`src/rtl/line_pixel_walker_assert.svh`:
```
// Assertion helpers shared by the line walker RTL.
// All checks sample on clk_i and are off while rst_ni is low.
`ifndef LINE_PIXEL_WALKER_ASSERT_SVH
`define LINE_PIXEL_WALKER_ASSERT_SVH

// Property must hold at every sampled edge.
`define LPW_ASSERT(lbl, prop, msg) \
  lbl: assert property (@(posedge clk_i) disable iff (!rst_ni) (prop)) else $error(msg);

// Condition must never be seen.
`define LPW_ASSERT_NEVER(lbl, cond, msg) \
  lbl: assert property (@(posedge clk_i) disable iff (!rst_ni) !(cond)) else $error(msg);

`endif

```
`src/rtl/lpw_pkg.sv`:
```
package lpw_pkg;

  localparam int unsigned COORD_BITS_DEF = 12;
  localparam int unsigned DIM_BITS       = 11;
  localparam int unsigned COLOR_BITS     = 16;
  localparam int unsigned CFG_IDX_BITS   = 2;

  localparam logic [DIM_BITS-1:0] SCREEN_W_RST = 11'd320;
  localparam logic [DIM_BITS-1:0] SCREEN_H_RST = 11'd480;

  typedef enum logic [CFG_IDX_BITS-1:0] {
    CFG_SCREEN_WIDTH  = 2'd0,
    CFG_SCREEN_HEIGHT = 2'd1
  } lpw_cfg_idx_e;

  typedef enum logic {
    FUNC_START = 1'b0,
    FUNC_STEP  = 1'b1
  } lpw_func_e;

  // Decoded command flags handed from front to back.
  typedef struct packed {
    logic start;
    logic x_major;
    logic x_neg;
    logic y_neg;
  } lpw_ctl_t;

  localparam int unsigned CTL_BITS = $bits(lpw_ctl_t);

endpackage

```
`src/rtl/lpw_fifo.sv`:
```
`include "line_pixel_walker_assert.svh"

module lpw_fifo #(
  parameter int unsigned WIDTH = 8,
  parameter int unsigned DEPTH = 2
) (
  input  logic             clk_i,
  input  logic             rst_ni,
  input  logic             push_i,
  input  logic [WIDTH-1:0] wdata_i,
  output logic             full_o,
  input  logic             pop_i,
  output logic [WIDTH-1:0] rdata_o,
  output logic             empty_o
);

  localparam int unsigned PW = (DEPTH > 1) ? $clog2(DEPTH) : 1;
  localparam int unsigned CW = $clog2(DEPTH + 1);

  logic [WIDTH-1:0] mem_q [DEPTH];
  logic [PW-1:0]    wr_ptr_q, wr_ptr_d, rd_ptr_q, rd_ptr_d;
  logic [CW-1:0]    cnt_q, cnt_d;
  logic             do_push, do_pop;

  assign full_o  = (cnt_q == CW'(DEPTH));
  assign empty_o = (cnt_q == '0);
  assign do_push = push_i & ~full_o;
  assign do_pop  = pop_i & ~empty_o;
  assign rdata_o = mem_q[rd_ptr_q];

  always_comb begin
    wr_ptr_d = wr_ptr_q;
    rd_ptr_d = rd_ptr_q;
    cnt_d    = cnt_q;
    if (do_push) begin
      wr_ptr_d = (wr_ptr_q == PW'(DEPTH - 1)) ? '0 : wr_ptr_q + PW'(1);
    end
    if (do_pop) begin
      rd_ptr_d = (rd_ptr_q == PW'(DEPTH - 1)) ? '0 : rd_ptr_q + PW'(1);
    end
    unique case ({do_push, do_pop})
      2'b10:   cnt_d = cnt_q + CW'(1);
      2'b01:   cnt_d = cnt_q - CW'(1);
      default: cnt_d = cnt_q;
    endcase
  end

  always_ff @(posedge clk_i or negedge rst_ni) begin
    if (!rst_ni) begin
      wr_ptr_q <= '0;
      rd_ptr_q <= '0;
      cnt_q    <= '0;
    end else begin
      wr_ptr_q <= wr_ptr_d;
      rd_ptr_q <= rd_ptr_d;
      cnt_q    <= cnt_d;
    end
  end

  always_ff @(posedge clk_i) begin
    if (do_push) begin
      mem_q[wr_ptr_q] <= wdata_i;
    end
  end

  `LPW_ASSERT(a_cnt_bound, cnt_q <= CW'(DEPTH), "queue count above depth")
  `LPW_ASSERT(a_ptr_empty, (cnt_q == '0) |-> (wr_ptr_q == rd_ptr_q), "pointers apart while empty")

endmodule

```
`src/rtl/lpw_front.sv`:
```
module lpw_front import lpw_pkg::*; #(
  parameter int unsigned COORD_BITS = COORD_BITS_DEF
) (
  input  logic                         clk_i,
  input  logic                         rst_ni,
  // item intake
  input  logic                         push_i,
  output logic                         full_o,
  input  logic                         func_i,
  input  logic signed [COORD_BITS-1:0] start_x_i,
  input  logic signed [COORD_BITS-1:0] start_y_i,
  input  logic signed [COORD_BITS-1:0] end_x_i,
  input  logic signed [COORD_BITS-1:0] end_y_i,
  input  logic [COLOR_BITS-1:0]        line_color_i,
  // decoded command to the walker
  output logic                         cmd_valid_o,
  input  logic                         cmd_ready_i,
  output lpw_ctl_t                     cmd_ctl_o,
  output logic [COORD_BITS-1:0]        cmd_x_o,
  output logic [COORD_BITS-1:0]        cmd_y_o,
  output logic [COORD_BITS-1:0]        cmd_major_o,
  output logic [COORD_BITS-1:0]        cmd_minor_o,
  output logic [COLOR_BITS-1:0]        cmd_color_o
);

  localparam int unsigned C  = COORD_BITS;
  localparam int unsigned QW = CTL_BITS + 4 * C + COLOR_BITS;

  logic signed [C:0] dxp, dxn, dyp, dyn;
  logic              x_gt, y_gt;
  logic [C-1:0]      dx, dy;
  lpw_ctl_t          ctl;
  logic [C-1:0]      x0, y0, major, minor;
  logic [QW-1:0]     q_wdata, q_rdata;
  logic              q_empty;

  // absolute deltas, both differences side by side
  assign dxp  = {end_x_i[C-1], end_x_i} - {start_x_i[C-1], start_x_i};
  assign dxn  = {start_x_i[C-1], start_x_i} - {end_x_i[C-1], end_x_i};
  assign dyp  = {end_y_i[C-1], end_y_i} - {start_y_i[C-1], start_y_i};
  assign dyn  = {start_y_i[C-1], start_y_i} - {end_y_i[C-1], end_y_i};
  assign x_gt = end_x_i > start_x_i;
  assign y_gt = end_y_i > start_y_i;
  assign dx   = x_gt ? dxp[C-1:0] : dxn[C-1:0];
  assign dy   = y_gt ? dyp[C-1:0] : dyn[C-1:0];

  always_comb begin
    ctl.start   = (func_i == FUNC_START);
    ctl.x_neg   = ~x_gt;
    ctl.y_neg   = ~y_gt;
    ctl.x_major = 1'b0;
    x0          = start_x_i;
    y0          = start_y_i;
    priority if (start_y_i == end_y_i) begin
      // horizontal (or single point): walk up from the smaller x
      x0          = x_gt ? start_x_i : end_x_i;
      ctl.x_neg   = 1'b0;
      ctl.x_major = 1'b1;
    end else if (start_x_i == end_x_i) begin
      // vertical: walk up from the smaller y
      y0          = y_gt ? start_y_i : end_y_i;
      ctl.y_neg   = 1'b0;
      ctl.x_major = 1'b0;
    end else begin
      ctl.x_major = dx > dy;
    end
    major = ctl.x_major ? dx : dy;
    minor = ctl.x_major ? dy : dx;
  end

  assign q_wdata = {ctl, x0, y0, major, minor, line_color_i};

  lpw_fifo #(
    .WIDTH (QW),
    .DEPTH (2)
  ) u_cmd_q (
    .clk_i   (clk_i),
    .rst_ni  (rst_ni),
    .push_i  (push_i),
    .wdata_i (q_wdata),
    .full_o  (full_o),
    .pop_i   (cmd_ready_i),
    .rdata_o (q_rdata),
    .empty_o (q_empty)
  );

  assign cmd_valid_o = ~q_empty;
  assign {cmd_ctl_o, cmd_x_o, cmd_y_o, cmd_major_o, cmd_minor_o, cmd_color_o} = q_rdata;

endmodule

```
`src/rtl/lpw_back.sv`:
```
`include "line_pixel_walker_assert.svh"

module lpw_back import lpw_pkg::*; #(
  parameter int unsigned COORD_BITS = COORD_BITS_DEF
) (
  input  logic                         clk_i,
  input  logic                         rst_ni,
  // decoded commands
  input  logic                         cmd_valid_i,
  output logic                         cmd_ready_o,
  input  lpw_ctl_t                     cmd_ctl_i,
  input  logic [COORD_BITS-1:0]        cmd_x_i,
  input  logic [COORD_BITS-1:0]        cmd_y_i,
  input  logic [COORD_BITS-1:0]        cmd_major_i,
  input  logic [COORD_BITS-1:0]        cmd_minor_i,
  input  logic [COLOR_BITS-1:0]        cmd_color_i,
  // screen size registers
  input  logic                         cfg_valid_i,
  input  logic [CFG_IDX_BITS-1:0]      cfg_index_i,
  input  logic [DIM_BITS-1:0]          cfg_data_i,
  // pixel results
  input  logic                         pop_i,
  output logic                         empty_o,
  output logic signed [COORD_BITS-1:0] pixel_x_o,
  output logic signed [COORD_BITS-1:0] pixel_y_o,
  output logic [COLOR_BITS-1:0]        pixel_color_o,
  output logic                         on_screen_o,
  output logic                         last_o
);

  localparam int unsigned C    = COORD_BITS;
  localparam int unsigned EW   = C + 2;
  localparam int unsigned CMPW = (C > DIM_BITS) ? C : DIM_BITS;
  localparam int unsigned OW   = 2 * C + COLOR_BITS + 2;

  logic [DIM_BITS-1:0]  width_q, height_q;

  logic                 active_q, active_d;
  logic [C:0]           pl_q, pl_d;
  logic [C-1:0]         x_q, x_d, y_q, y_d;
  logic signed [EW-1:0] err_q, err_d, m2_q, m2_d, diff2_q, diff2_d;
  logic                 xmaj_q, xmaj_d, xneg_q, xneg_d, yneg_q, yneg_d;
  logic [COLOR_BITS-1:0] color_q, color_d;

  logic                 need_out, take_cmd, out_push, out_full;
  logic                 on, fin;
  logic [C-1:0]         x_step, y_step;
  logic signed [EW-1:0] e_add, e_sub;
  logic [OW-1:0]        out_wdata, out_rdata;

  // config writes are to come only while idle; the block does not enforce it
  always_ff @(posedge clk_i or negedge rst_ni) begin
    if (!rst_ni) begin
      width_q  <= SCREEN_W_RST;
      height_q <= SCREEN_H_RST;
    end else if (cfg_valid_i) begin
      unique case (cfg_index_i)
        CFG_SCREEN_WIDTH:  width_q  <= cfg_data_i;
        CFG_SCREEN_HEIGHT: height_q <= cfg_data_i;
        default: ;
      endcase
    end
  end

  // a step on an active line needs a slot in the result queue
  assign need_out    = ~cmd_ctl_i.start & active_q;
  assign cmd_ready_o = ~need_out | ~out_full;
  assign take_cmd    = cmd_valid_i & cmd_ready_o;
  assign out_push    = take_cmd & need_out;

  assign on = ~x_q[C-1] & ~y_q[C-1] &
              (CMPW'($unsigned(x_q)) < CMPW'(width_q)) &
              (CMPW'($unsigned(y_q)) < CMPW'(height_q));
  assign fin = (pl_q <= (C+1)'(1));

  assign x_step = xneg_q ? {C{1'b1}} : C'(1);
  assign y_step = yneg_q ? {C{1'b1}} : C'(1);
  assign e_add  = err_q + m2_q;
  assign e_sub  = err_q + diff2_q;

  always_comb begin
    active_d = active_q;
    pl_d     = pl_q;
    x_d      = x_q;
    y_d      = y_q;
    err_d    = err_q;
    m2_d     = m2_q;
    diff2_d  = diff2_q;
    xmaj_d   = xmaj_q;
    xneg_d   = xneg_q;
    yneg_d   = yneg_q;
    color_d  = color_q;
    if (take_cmd) begin
      if (cmd_ctl_i.start) begin
        active_d = 1'b1;
        pl_d     = {1'b0, cmd_major_i} + (C+1)'(1);
        x_d      = cmd_x_i;
        y_d      = cmd_y_i;
        err_d    = -$signed({2'b00, cmd_major_i});
        m2_d     = $signed({1'b0, cmd_minor_i, 1'b0});
        diff2_d  = $signed({1'b0, cmd_minor_i, 1'b0}) - $signed({1'b0, cmd_major_i, 1'b0});
        xmaj_d   = cmd_ctl_i.x_major;
        xneg_d   = cmd_ctl_i.x_neg;
        yneg_d   = cmd_ctl_i.y_neg;
        color_d  = cmd_color_i;
      end else if (active_q) begin
        if (fin) begin
          active_d = 1'b0;
          pl_d     = '0;
        end else begin
          pl_d = pl_q - (C+1)'(1);
          // major axis always moves, minor when the error turns non-negative
          if (xmaj_q) begin
            x_d = x_q + x_step;
          end else begin
            y_d = y_q + y_step;
          end
          if (!e_add[EW-1]) begin
            err_d = e_sub;
            if (xmaj_q) begin
              y_d = y_q + y_step;
            end else begin
              x_d = x_q + x_step;
            end
          end else begin
            err_d = e_add;
          end
        end
      end
    end
  end

  always_ff @(posedge clk_i or negedge rst_ni) begin
    if (!rst_ni) begin
      active_q <= 1'b0;
      pl_q     <= '0;
    end else begin
      active_q <= active_d;
      pl_q     <= pl_d;
    end
  end

  always_ff @(posedge clk_i) begin
    x_q     <= x_d;
    y_q     <= y_d;
    err_q   <= err_d;
    m2_q    <= m2_d;
    diff2_q <= diff2_d;
    xmaj_q  <= xmaj_d;
    xneg_q  <= xneg_d;
    yneg_q  <= yneg_d;
    color_q <= color_d;
  end

  assign out_wdata = {x_q, y_q, color_q, on, fin};

  lpw_fifo #(
    .WIDTH (OW),
    .DEPTH (2)
  ) u_out_q (
    .clk_i   (clk_i),
    .rst_ni  (rst_ni),
    .push_i  (out_push),
    .wdata_i (out_wdata),
    .full_o  (out_full),
    .pop_i   (pop_i),
    .rdata_o (out_rdata),
    .empty_o (empty_o)
  );

  assign {pixel_x_o, pixel_y_o, pixel_color_o, on_screen_o, last_o} = out_rdata;

  `LPW_ASSERT(a_active_has_pixels, active_q |-> (pl_q != '0), "active line with no pixels left")
  `LPW_ASSERT(a_last_ends_walk, (out_push && fin) |=> !active_q, "walk still active after last")
  `LPW_ASSERT_NEVER(a_push_overflow, out_push && out_full, "result pushed into full queue")

endmodule

```
`src/rtl/line_pixel_walker.sv`:
```
// Raster line walker: one start item loads a line, each step item yields
// the next pixel of it (Bresenham stepping, flagged against screen size).
// Input side is a queue: an item transfers when push is high and full low.
// func_i = start loads endpoints and color and drops any line in progress;
// func_i = step yields one pixel while a line is active, nothing otherwise.
// Result side is a queue: the oldest pixel sits on the pixel ports while
// empty is low and transfers when pop is high.
// Path: a step item passes the command queue, then the walker writes
// its pixel into the result queue.
// Throughput: one item per clock while the result queue has room; the
// walker's add/compare update sets the pace.
// Receiver stall: the 2-entry result queue fills, the walker holds, then
// the 2-entry command queue fills and full rises. No item is lost.
// Config: cfg_valid_i/cfg_index_i/cfg_data_i set screen width (index 0)
// and height (index 1); cfg_ready_o is always high; other indexes ignored.
// Write only while no line work is pending.
// Reset: queues empty, no line active, screen 320 x 480.
module line_pixel_walker import lpw_pkg::*; #(
  parameter int unsigned COORD_BITS = COORD_BITS_DEF
) (
  input  logic                         clk_i,
  input  logic                         rst_ni,
  // item input
  input  logic                         push,
  output logic                         full,
  input  logic                         func_i,
  input  logic signed [COORD_BITS-1:0] start_x_i,
  input  logic signed [COORD_BITS-1:0] start_y_i,
  input  logic signed [COORD_BITS-1:0] end_x_i,
  input  logic signed [COORD_BITS-1:0] end_y_i,
  input  logic [COLOR_BITS-1:0]        line_color_i,
  // pixel output
  output logic                         empty,
  input  logic                         pop,
  output logic signed [COORD_BITS-1:0] pixel_x_o,
  output logic signed [COORD_BITS-1:0] pixel_y_o,
  output logic [COLOR_BITS-1:0]        pixel_color_o,
  output logic                         on_screen_o,
  output logic                         last_o,
  // configuration writes
  input  logic                         cfg_valid_i,
  output logic                         cfg_ready_o,
  input  logic [CFG_IDX_BITS-1:0]      cfg_index_i,
  input  logic [DIM_BITS-1:0]          cfg_data_i
);

  // front -> back command link
  logic                  cmd_valid, cmd_ready;
  lpw_ctl_t              cmd_ctl;
  logic [COORD_BITS-1:0] cmd_x, cmd_y, cmd_major, cmd_minor;
  logic [COLOR_BITS-1:0] cmd_color;

  // registers are plain flops, always writable
  assign cfg_ready_o = 1'b1;

  // Front: takes items, works out deltas, direction and major axis,
  // and queues a decoded command.
  lpw_front #(
    .COORD_BITS (COORD_BITS)
  ) u_front (
    .clk_i        (clk_i),
    .rst_ni       (rst_ni),
    .push_i       (push),
    .full_o       (full),
    .func_i       (func_i),
    .start_x_i    (start_x_i),
    .start_y_i    (start_y_i),
    .end_x_i      (end_x_i),
    .end_y_i      (end_y_i),
    .line_color_i (line_color_i),
    .cmd_valid_o  (cmd_valid),
    .cmd_ready_i  (cmd_ready),
    .cmd_ctl_o    (cmd_ctl),
    .cmd_x_o      (cmd_x),
    .cmd_y_o      (cmd_y),
    .cmd_major_o  (cmd_major),
    .cmd_minor_o  (cmd_minor),
    .cmd_color_o  (cmd_color)
  );

  // Back: holds the walk state, one command per clock, pixels into the
  // result queue. Holds off only when a pixel has no room.
  lpw_back #(
    .COORD_BITS (COORD_BITS)
  ) u_back (
    .clk_i         (clk_i),
    .rst_ni        (rst_ni),
    .cmd_valid_i   (cmd_valid),
    .cmd_ready_o   (cmd_ready),
    .cmd_ctl_i     (cmd_ctl),
    .cmd_x_i       (cmd_x),
    .cmd_y_i       (cmd_y),
    .cmd_major_i   (cmd_major),
    .cmd_minor_i   (cmd_minor),
    .cmd_color_i   (cmd_color),
    .cfg_valid_i   (cfg_valid_i),
    .cfg_index_i   (cfg_index_i),
    .cfg_data_i    (cfg_data_i),
    .pop_i         (pop),
    .empty_o       (empty),
    .pixel_x_o     (pixel_x_o),
    .pixel_y_o     (pixel_y_o),
    .pixel_color_o (pixel_color_o),
    .on_screen_o   (on_screen_o),
    .last_o        (last_o)
  );

endmodule
```
`config.mk`:
```
export PLATFORM = sky130hd
export DESIGN_NAME = line_pixel_walker
export DESIGN_NICKNAME = d
export VERILOG_FILES = /design/src/rtl/lpw_pkg.sv /design/src/rtl/lpw_fifo.sv /design/src/rtl/lpw_front.sv /design/src/rtl/lpw_back.sv /design/src/rtl/line_pixel_walker.sv
export VERILOG_INCLUDE_DIRS = /design/src /design/src/rtl
export SDC_FILE = /design/constraint.sdc
export NUM_CORES = 1
export LEC_CHECK = 0
export ABC_AREA = 1
export ABC_CLOCK_PERIOD_IN_PS = 9500
export CAP_MARGIN = 15
export CORE_ASPECT_RATIO = 0.9
export CORE_MARGIN = 2
export CORE_UTILIZATION = 51
export CTS_CLUSTER_DIAMETER = 50
export DETAILED_ROUTE_END_ITERATION = 10
export DONT_BUFFER_PORTS = 1
export PLACE_DENSITY = 0.66
export SYNTH_ARGS = -nofsm -noshare
export SYNTH_HDL_FRONTEND = slang
export SYNTH_HIERARCHICAL = 1
export SYNTH_SLANG_ARGS = --single-unit
```
`constraint.sdc`:
```
create_clock -name clk_i -period 9.5 [get_ports clk_i]
set_input_delay 0.475 -clock clk_i [delete_from_list [all_inputs] [get_ports clk_i]]
set_output_delay 0.475 -clock clk_i [all_outputs]
set_load 0.02 [all_outputs]
```
==> Word level (Yosys, flattened, before mapping) <==
Memory sizes are Yosys's and may differ from the RTL's.
Index checks and enable logic that the tools add are counted.
{ "op_classes": {"addsub": 20, "magnitude_cmp": 6, "eq_ne": 10, "muxes": 48, "bitwise": 21, "reduce_logical": 11} }
{ "op_table": {"columns": ["operator", "n"], "rows": [
  ["$mux W12", 23],
  ["$mux W14", 4],
  ["$sub A12 B12 Y12", 4],
  ["$mux W13", 3],
  ["$gt A12 B12 Y1", 3],
  ["$add A14 B14 Y14", 2],
  ["$add A12 B12 Y12", 2],
  ["$eq A12 B12 Y1", 2],
  ["$lt A12 B11 Y1", 2],
  ["$mux W1", 16],
  ["$neg A12 Y14", 1],
  ["$sub A13 B13 Y14", 1],
  ["$add A12 B1 Y13 const B", 1],
  ["$le A13 B1 Y1 const B", 1],
  ["$sub A13 B1 Y13 const B", 1],
  ["$not A1 Y1", 11],
  ["$and A1 B1 Y1", 9],
  ["$eq A2 B2 Y1 const B", 4],
  ["$pmux W2 S2", 2],
  ["$reduce_and A2 Y1", 4],
  ["$eq A2 B1 Y1 const B", 3],
  ["$logic_not A2 Y1", 3],
  ["$reduce_bool A2 Y1", 3],
  ["$add A1 B1 Y1 const B", 4],
  ["5 further kinds", 7]
]} }
{ "word_totals": {"reg_bits": 127, "ram_bits": 220, "in_bits": 83, "out_inout_bits": 45, "elab_cells": 137, "memories": 2} }
{ "mem_list": {"columns": ["name", "depth", "width", "read_ports", "rd_clocked_by_memory_dff", "write_ports", "line_no", "source"], "rows": [
  ["u_front.u_cmd_q.mem_q", 2, 68, 1, 0, 1, "lpw_fifo.sv:20", "logic [WIDTH-1:0] mem_q [DEPTH];"],
  ["u_back.u_out_q.mem_q", 2, 42, 1, 0, 1, "lpw_fifo.sv:20", null]
]} }

==> Logic depth before layout (Yosys ltp) <==
An unclocked memory read counts as a cell.
{ "depth": {"ltp_word": 10, "mapped_depth": 27, "ltp_nobuf": 24} }

==> Hierarchy <==
Netlist, hierarchy kept.
{ "by_module_without_submodules": {"columns": ["module", "n_inst", "cells_each", "area_per_inst_um2", "seq_area_each_um2"], "rows": [
  ["lpw_back", 1, 1286, 9341.5, 3340.7],
  ["lpw_fifo at u_front.u_cmd_q", 1, 388, 5181.2, 4184.0],
  ["lpw_front", 1, 749, 4051.4, 0.0],
  ["lpw_fifo at u_back.u_out_q", 1, 252, 3318.2, 2622.5],
  ["line_pixel_walker", 1, 2, 11.3, 0.0]
]} }

==> Worst setup path before layout <==
Ideal clock, no wire load.
{ "synth_path": {"kind": "input-to-reg", "start": "input port push", "end": "memory u_front/u_cmd_q/mem_q[1][0] (netlist name), enable pin", "arrival_time_ns": 3.460, "slack_ns": 5.545, "stages": 2, "path_cell_list": "o21ai_0 -> nor2_1"} }
{ "synth_via": {"elab_chain_len": 3} }
{ "synth_lines": {"columns": ["element", "line_no", "source"], "rows": [
  ["start: declaration", "line_pixel_walker.sv:24", "input logic push,"],
  ["$and A1 B1 Y1", "lpw_fifo.sv:27", "assign do_push = push_i & ~full_o;"],
  ["$mux W1", "lpw_fifo.sv:61", "if (do_push) begin"],
  ["$mux W1 (implied by the code)", "lpw_fifo.sv:62", "mem_q[wr_ptr_q] <= wdata_i;"],
  ["end: declaration", "lpw_fifo.sv:20", null]
]} }
Every way passes these cells.

==> Final worst setup path <==
{ "layout_path": {"start": "register u_front.u_cmd_q.rd_ptr_q", "end": "register u_back.diff2_q[11], data pin"} }
{ "layout_via": {"elab_chain_len": 2} }
{ "layout_lines": {"columns": ["element", "line_no", "source"], "rows": [
  ["start: declaration", "lpw_fifo.sv:21", "logic [PW-1:0] wr_ptr_q, wr_ptr_d, rd_ptr_q, rd_ptr_d;"],
  ["start signal: assignment", "lpw_fifo.sv:55", "rd_ptr_q <= rd_ptr_d;"],
  ["$mem_v2 Z2 W68", null, null],
  ["net cmd_major[0]", "line_pixel_walker.sv:50", "logic [COORD_BITS-1:0] cmd_x, cmd_y, cmd_major, cmd_minor;"],
  ["$sub A13 B13 Y14", "lpw_back.sv:101", "diff2_d = $signed({1'b0, cmd_minor_i, 1'b0}) - $signed({1'b0, cmd_major_i, 1'b0});"],
  ["end signal: assignment", "lpw_back.sv:148", "diff2_q <= diff2_d;"],
  ["end: declaration", "lpw_back.sv:41", "logic signed [EW-1:0] err_q, err_d, m2_q, m2_d, diff2_q, diff2_d;"]
]} }
The timed path passes the listed nets, and every way through them passes these cells.
A chain may end at the register's enable or synchronous reset.

==> results_dict.tcl <==
set metrics [dict create \
    status "finished clean" \
    clk_pin_slew_worst_paths_ns 0.06 \
    synth_common_cells "nand2_1, inv_1, edfxtp_1" \
    cpMaxStageDelayCell "dfrtp_2" \
    hold_class "in -> reg" \
    clock-sinks 345 \
    met2_usage_pct 40.84 \
    place_congestion 0.9783 \
    diodes 0 \
    worst-path-buf-inv 3 \
    finalHoldViolCount 0 \
    reg2regPathDepth 13 \
    post_cts_buffers 0 \
    relSlewSlack_pct 36.56 \
    crit_chain "buf_4 -> inv_4 -> buf_4 -> nand2_1 -> nand2_1 -> ha_1 -> fa_1 -> o21ai_1 -> a21oi_1 -> o21ai_1 -> nand2_1 -> nand3_1 -> nand2_1" \
    max_cap_violations 0 \
    power_density_mw_per_mm2 396.4 \
    cts_buffer_depth 3 \
    yosys_warnings 6 \
    insertion_delay_ns 0.56 \
    finalMaxSlewViolations 0 \
    ys.flop_type "edfxtp_1" \
    wirelength_um 56830 \
    rsz0062_at_grt "no" \
    ant_nets 0 \
    fp-row-count 72 \
    netlist_instances 2677 \
    setup_tns_ns 0 \
    regArea_mm2 0.01015 \
    grt_util_met1_pct 36.79 \
    reg2reg_to "u_back/diff2_q[11]$_DFFE_PP_" \
    worst_ep_required_time_ns 9.81 \
    cpMostUsedCell "nand2_1" \
    synthDominantCellAreaShare_pct 41.27 \
    initial_core_util_pct 51.30 \
    multi_input_area_mm2 0.01005 \
    synth.most_common_cell "nand2_1" \
    drtIter0Drc 1277 \
    hold_slack_ns 0.05367 \
    slowest_delay_ns 0.68 \
    fp.dieH_um 200.6 \
    coreArea_mm2 0.04270 \
    ys_seq_elements 345 \
    r2r-start "u_front/u_cmd_q/rd_ptr_q$_DFFE_PN0P_" \
    dieArea_mm2 0.04462 \
    peakVddDrop_v 0.0001805 \
    detail_route.first_pass.iterations 7 \
    gr-usage-met3_pct 3.235 \
    wl_per_cell_um 17.41 \
    finalNonFillerCells 3265 \
    min_to "u_back/height_q[6]$_DFFE_PN1P_" \
    remaining_drc_errors 0 \
    cp-start-kind "register" \
    dpl.hpwl_um 42560 \
    finalCritPeriodShare_pct 41.01 \
    dpl_worst_slack_ns 5.150 \
    period_minus_slack_ns 3.895 \
    seq_area_frac_synth_pct 46.33 \
    min_path_cells 2 \
    power_uw 9460 \
    finalWorstSetupSlack_ns 5.605 \
    cts_tree "built" \
    worst_slew_pin_slew_ns 0.9517 \
    fill_cells 3899 \
    antenna_found_initial 0 \
    grt_usage_pct 25.52 \
    netlist_area_mm2 0.02190 \
    finClkSkew_ns 0.01887 \
    grt_max_degree 69 \
    min_from "cfg_data_i[6]" \
    fin_nets 2917 \
    fmax_ghz 0.2567 \
    busiest_layer "met2" \
    critical_path_class "reg -> reg" \
    num_vias 17420 \
    regToRegSetupSlack_ns 5.60 \
    ys_types 48 \
    first_global_vias 16560 \
    path_delay_family "buffers and inverters" \
    cp-end-kind "register" \
    synth_edf_count 301 \
    cts_made_buffers 43 \
    ys_async_sr_fraction_pct 12.75 \
    ys_top_cells_by_area "edfxtp_1, nand2_1, ha_1" \
    grt-ovfl-total 0 \
    port_buffers 0 \
    yosysTopAreaCell "edfxtp_1" \
    synthToLayoutAreaGrowth_pct 8.968 \
    io_pins 128 \
    place_inst 3172 \
    grt_first_pass_wirelength_um 90110 \
    via_per_inst 5.336 \
    p_leak_uw 0.01147 \
    chipWidth_um 222.5 \
    arrival_ns 4.21 \
    cts.htree.levels 2 \
    setup-violations-final 0 \
    syn_nets 2913 \
    root_buffer "clkbuf_16" \
    drive_gt1_share_pct 5.941 \
    avgSynthCellArea_um2 8.182 \
    worstPathMaxFanout 68 \
]
## layout make-up
class,count,share of cell area (%)
Clock buffer,52,4.954
Timing Repair Buffer,30,1.290
Clock inverter,22,0.9069
Inverter,336,5.305
Tap cell,555,2.909
Sequential cell,345,42.52
Multi-Input combinational cell,1925,42.12
## report_power, final
group / leakage (uW) / switching (uW) / internal, uW
logic: 0.00744 / 3430 / 1560
clock network: 0.000678 / 633 / 970
registers: 0.00335 / 344 / 2520
total: 0.0115 / 4410 / 5050
## worst max-delay path by stage
| stage | start | cells after the start | slack [ns] | end |
|---|---|---|---|---|
| global route | u_front/u_cmd_q/rd_ptr_q$_DFFE_PN0P_ | 13 | 5.33 | u_back/diff2_q[11]$_DFFE_PP_ |
| finish | u_front/u_cmd_q/rd_ptr_q$_DFFE_PN0P_ | 13 | 5.60 | u_back/diff2_q[11]$_DFFE_PP_ |
| detailed placement | start_y_i[2] | 19 | 5.15 | u_front/u_cmd_q/mem_q[0][17]$_DFFE_PP_ |
| floorplan | push | 2 | 5.54 | u_front/u_cmd_q/mem_q[1][0]$_DFFE_PP_ |
| global placement | end_x_i[0] | 23 | 5.18 | u_front/u_cmd_q/mem_q[0][17]$_DFFE_PP_ |
| CTS | u_front/u_cmd_q/rd_ptr_q$_DFFE_PN0P_ | 13 | 5.55 | u_back/diff2_q[11]$_DFFE_PP_ |
## layer usage
layer  wire length, um  vias to the layer above
li1                  -                     8696
met1             26500                     8149
met2             25700                      504
met3              3454                       73
met4              1178                        0
met5                 0                        -
## state kept, by name (all words and copies together), names as in the netlist, 2 cells and up
signal / flops
u_front/u_cmd_q/mem_q: 136
u_back/u_out_q/mem_q: 84
u_back/color_q: 16
u_back/diff2_q: 13
u_back/err_q: 13
u_back/pl_q: 13
u_back/m2_q: 12
u_back/x_q: 12
u_back/y_q: 12
u_back/height_q: 11
u_back/width_q: 11
u_back/u_out_q/cnt_q: 2
u_front/u_cmd_q/cnt_q: 2
## repair_timing
action / in CTS / in global routing
hold buffers: 18 / 0
resized for setup: 0 / 0
hold endpoints to repair: 76 / 0
## cell usage in the layout, fill, tap and decap left out, types with 9 or more instances in the layout
master         synthesis  layout
xnor2_1               19      19
nor3_1                12      12
dfrtp_1               38      37
ha_1                 144     144
clkbuf_16              0      45
a21oi_1               93      93
o21ai_0               66      66
o21bai_1              10      10
fa_1                   9       9
inv_1                325     323
nand3_1              180     180
nor2_4                 5       9
nand2_1             1069    1069
inv_2                  9      10
edfxtp_1             301     301
o21ai_1               33      33
buf_4                 15      11
nand2_2               20      20
nand3_2               20      20
nor2_1               103      99
xor2_1                49      49
nand4_1               39      39
dlygate4sd3_1          0      17
## logic make-up after synthesis
| group | share of synthesized area (%) |
|---|---|
| simple gates | 28.30 |
| buf+inv | 7.917 |
| xor+xnor | 2.719 |
| compound gates | 5.667 |
| other cells | 0.01712 |
| flops | 46.33 |
| fa+ha+maj | 9.048 |
## per-stage QoR
step	instance area, um^2	util, %
2_1_floorplan	21900	-
6_report	23870	55.90
4_1_cts	23840	55.83
5_1_grt	23870	55.90
3_3_place_gp	22240	52.09
3_5_place_dp	22240	52.09
No activity file was read; power rests on OpenSTA's default activity.
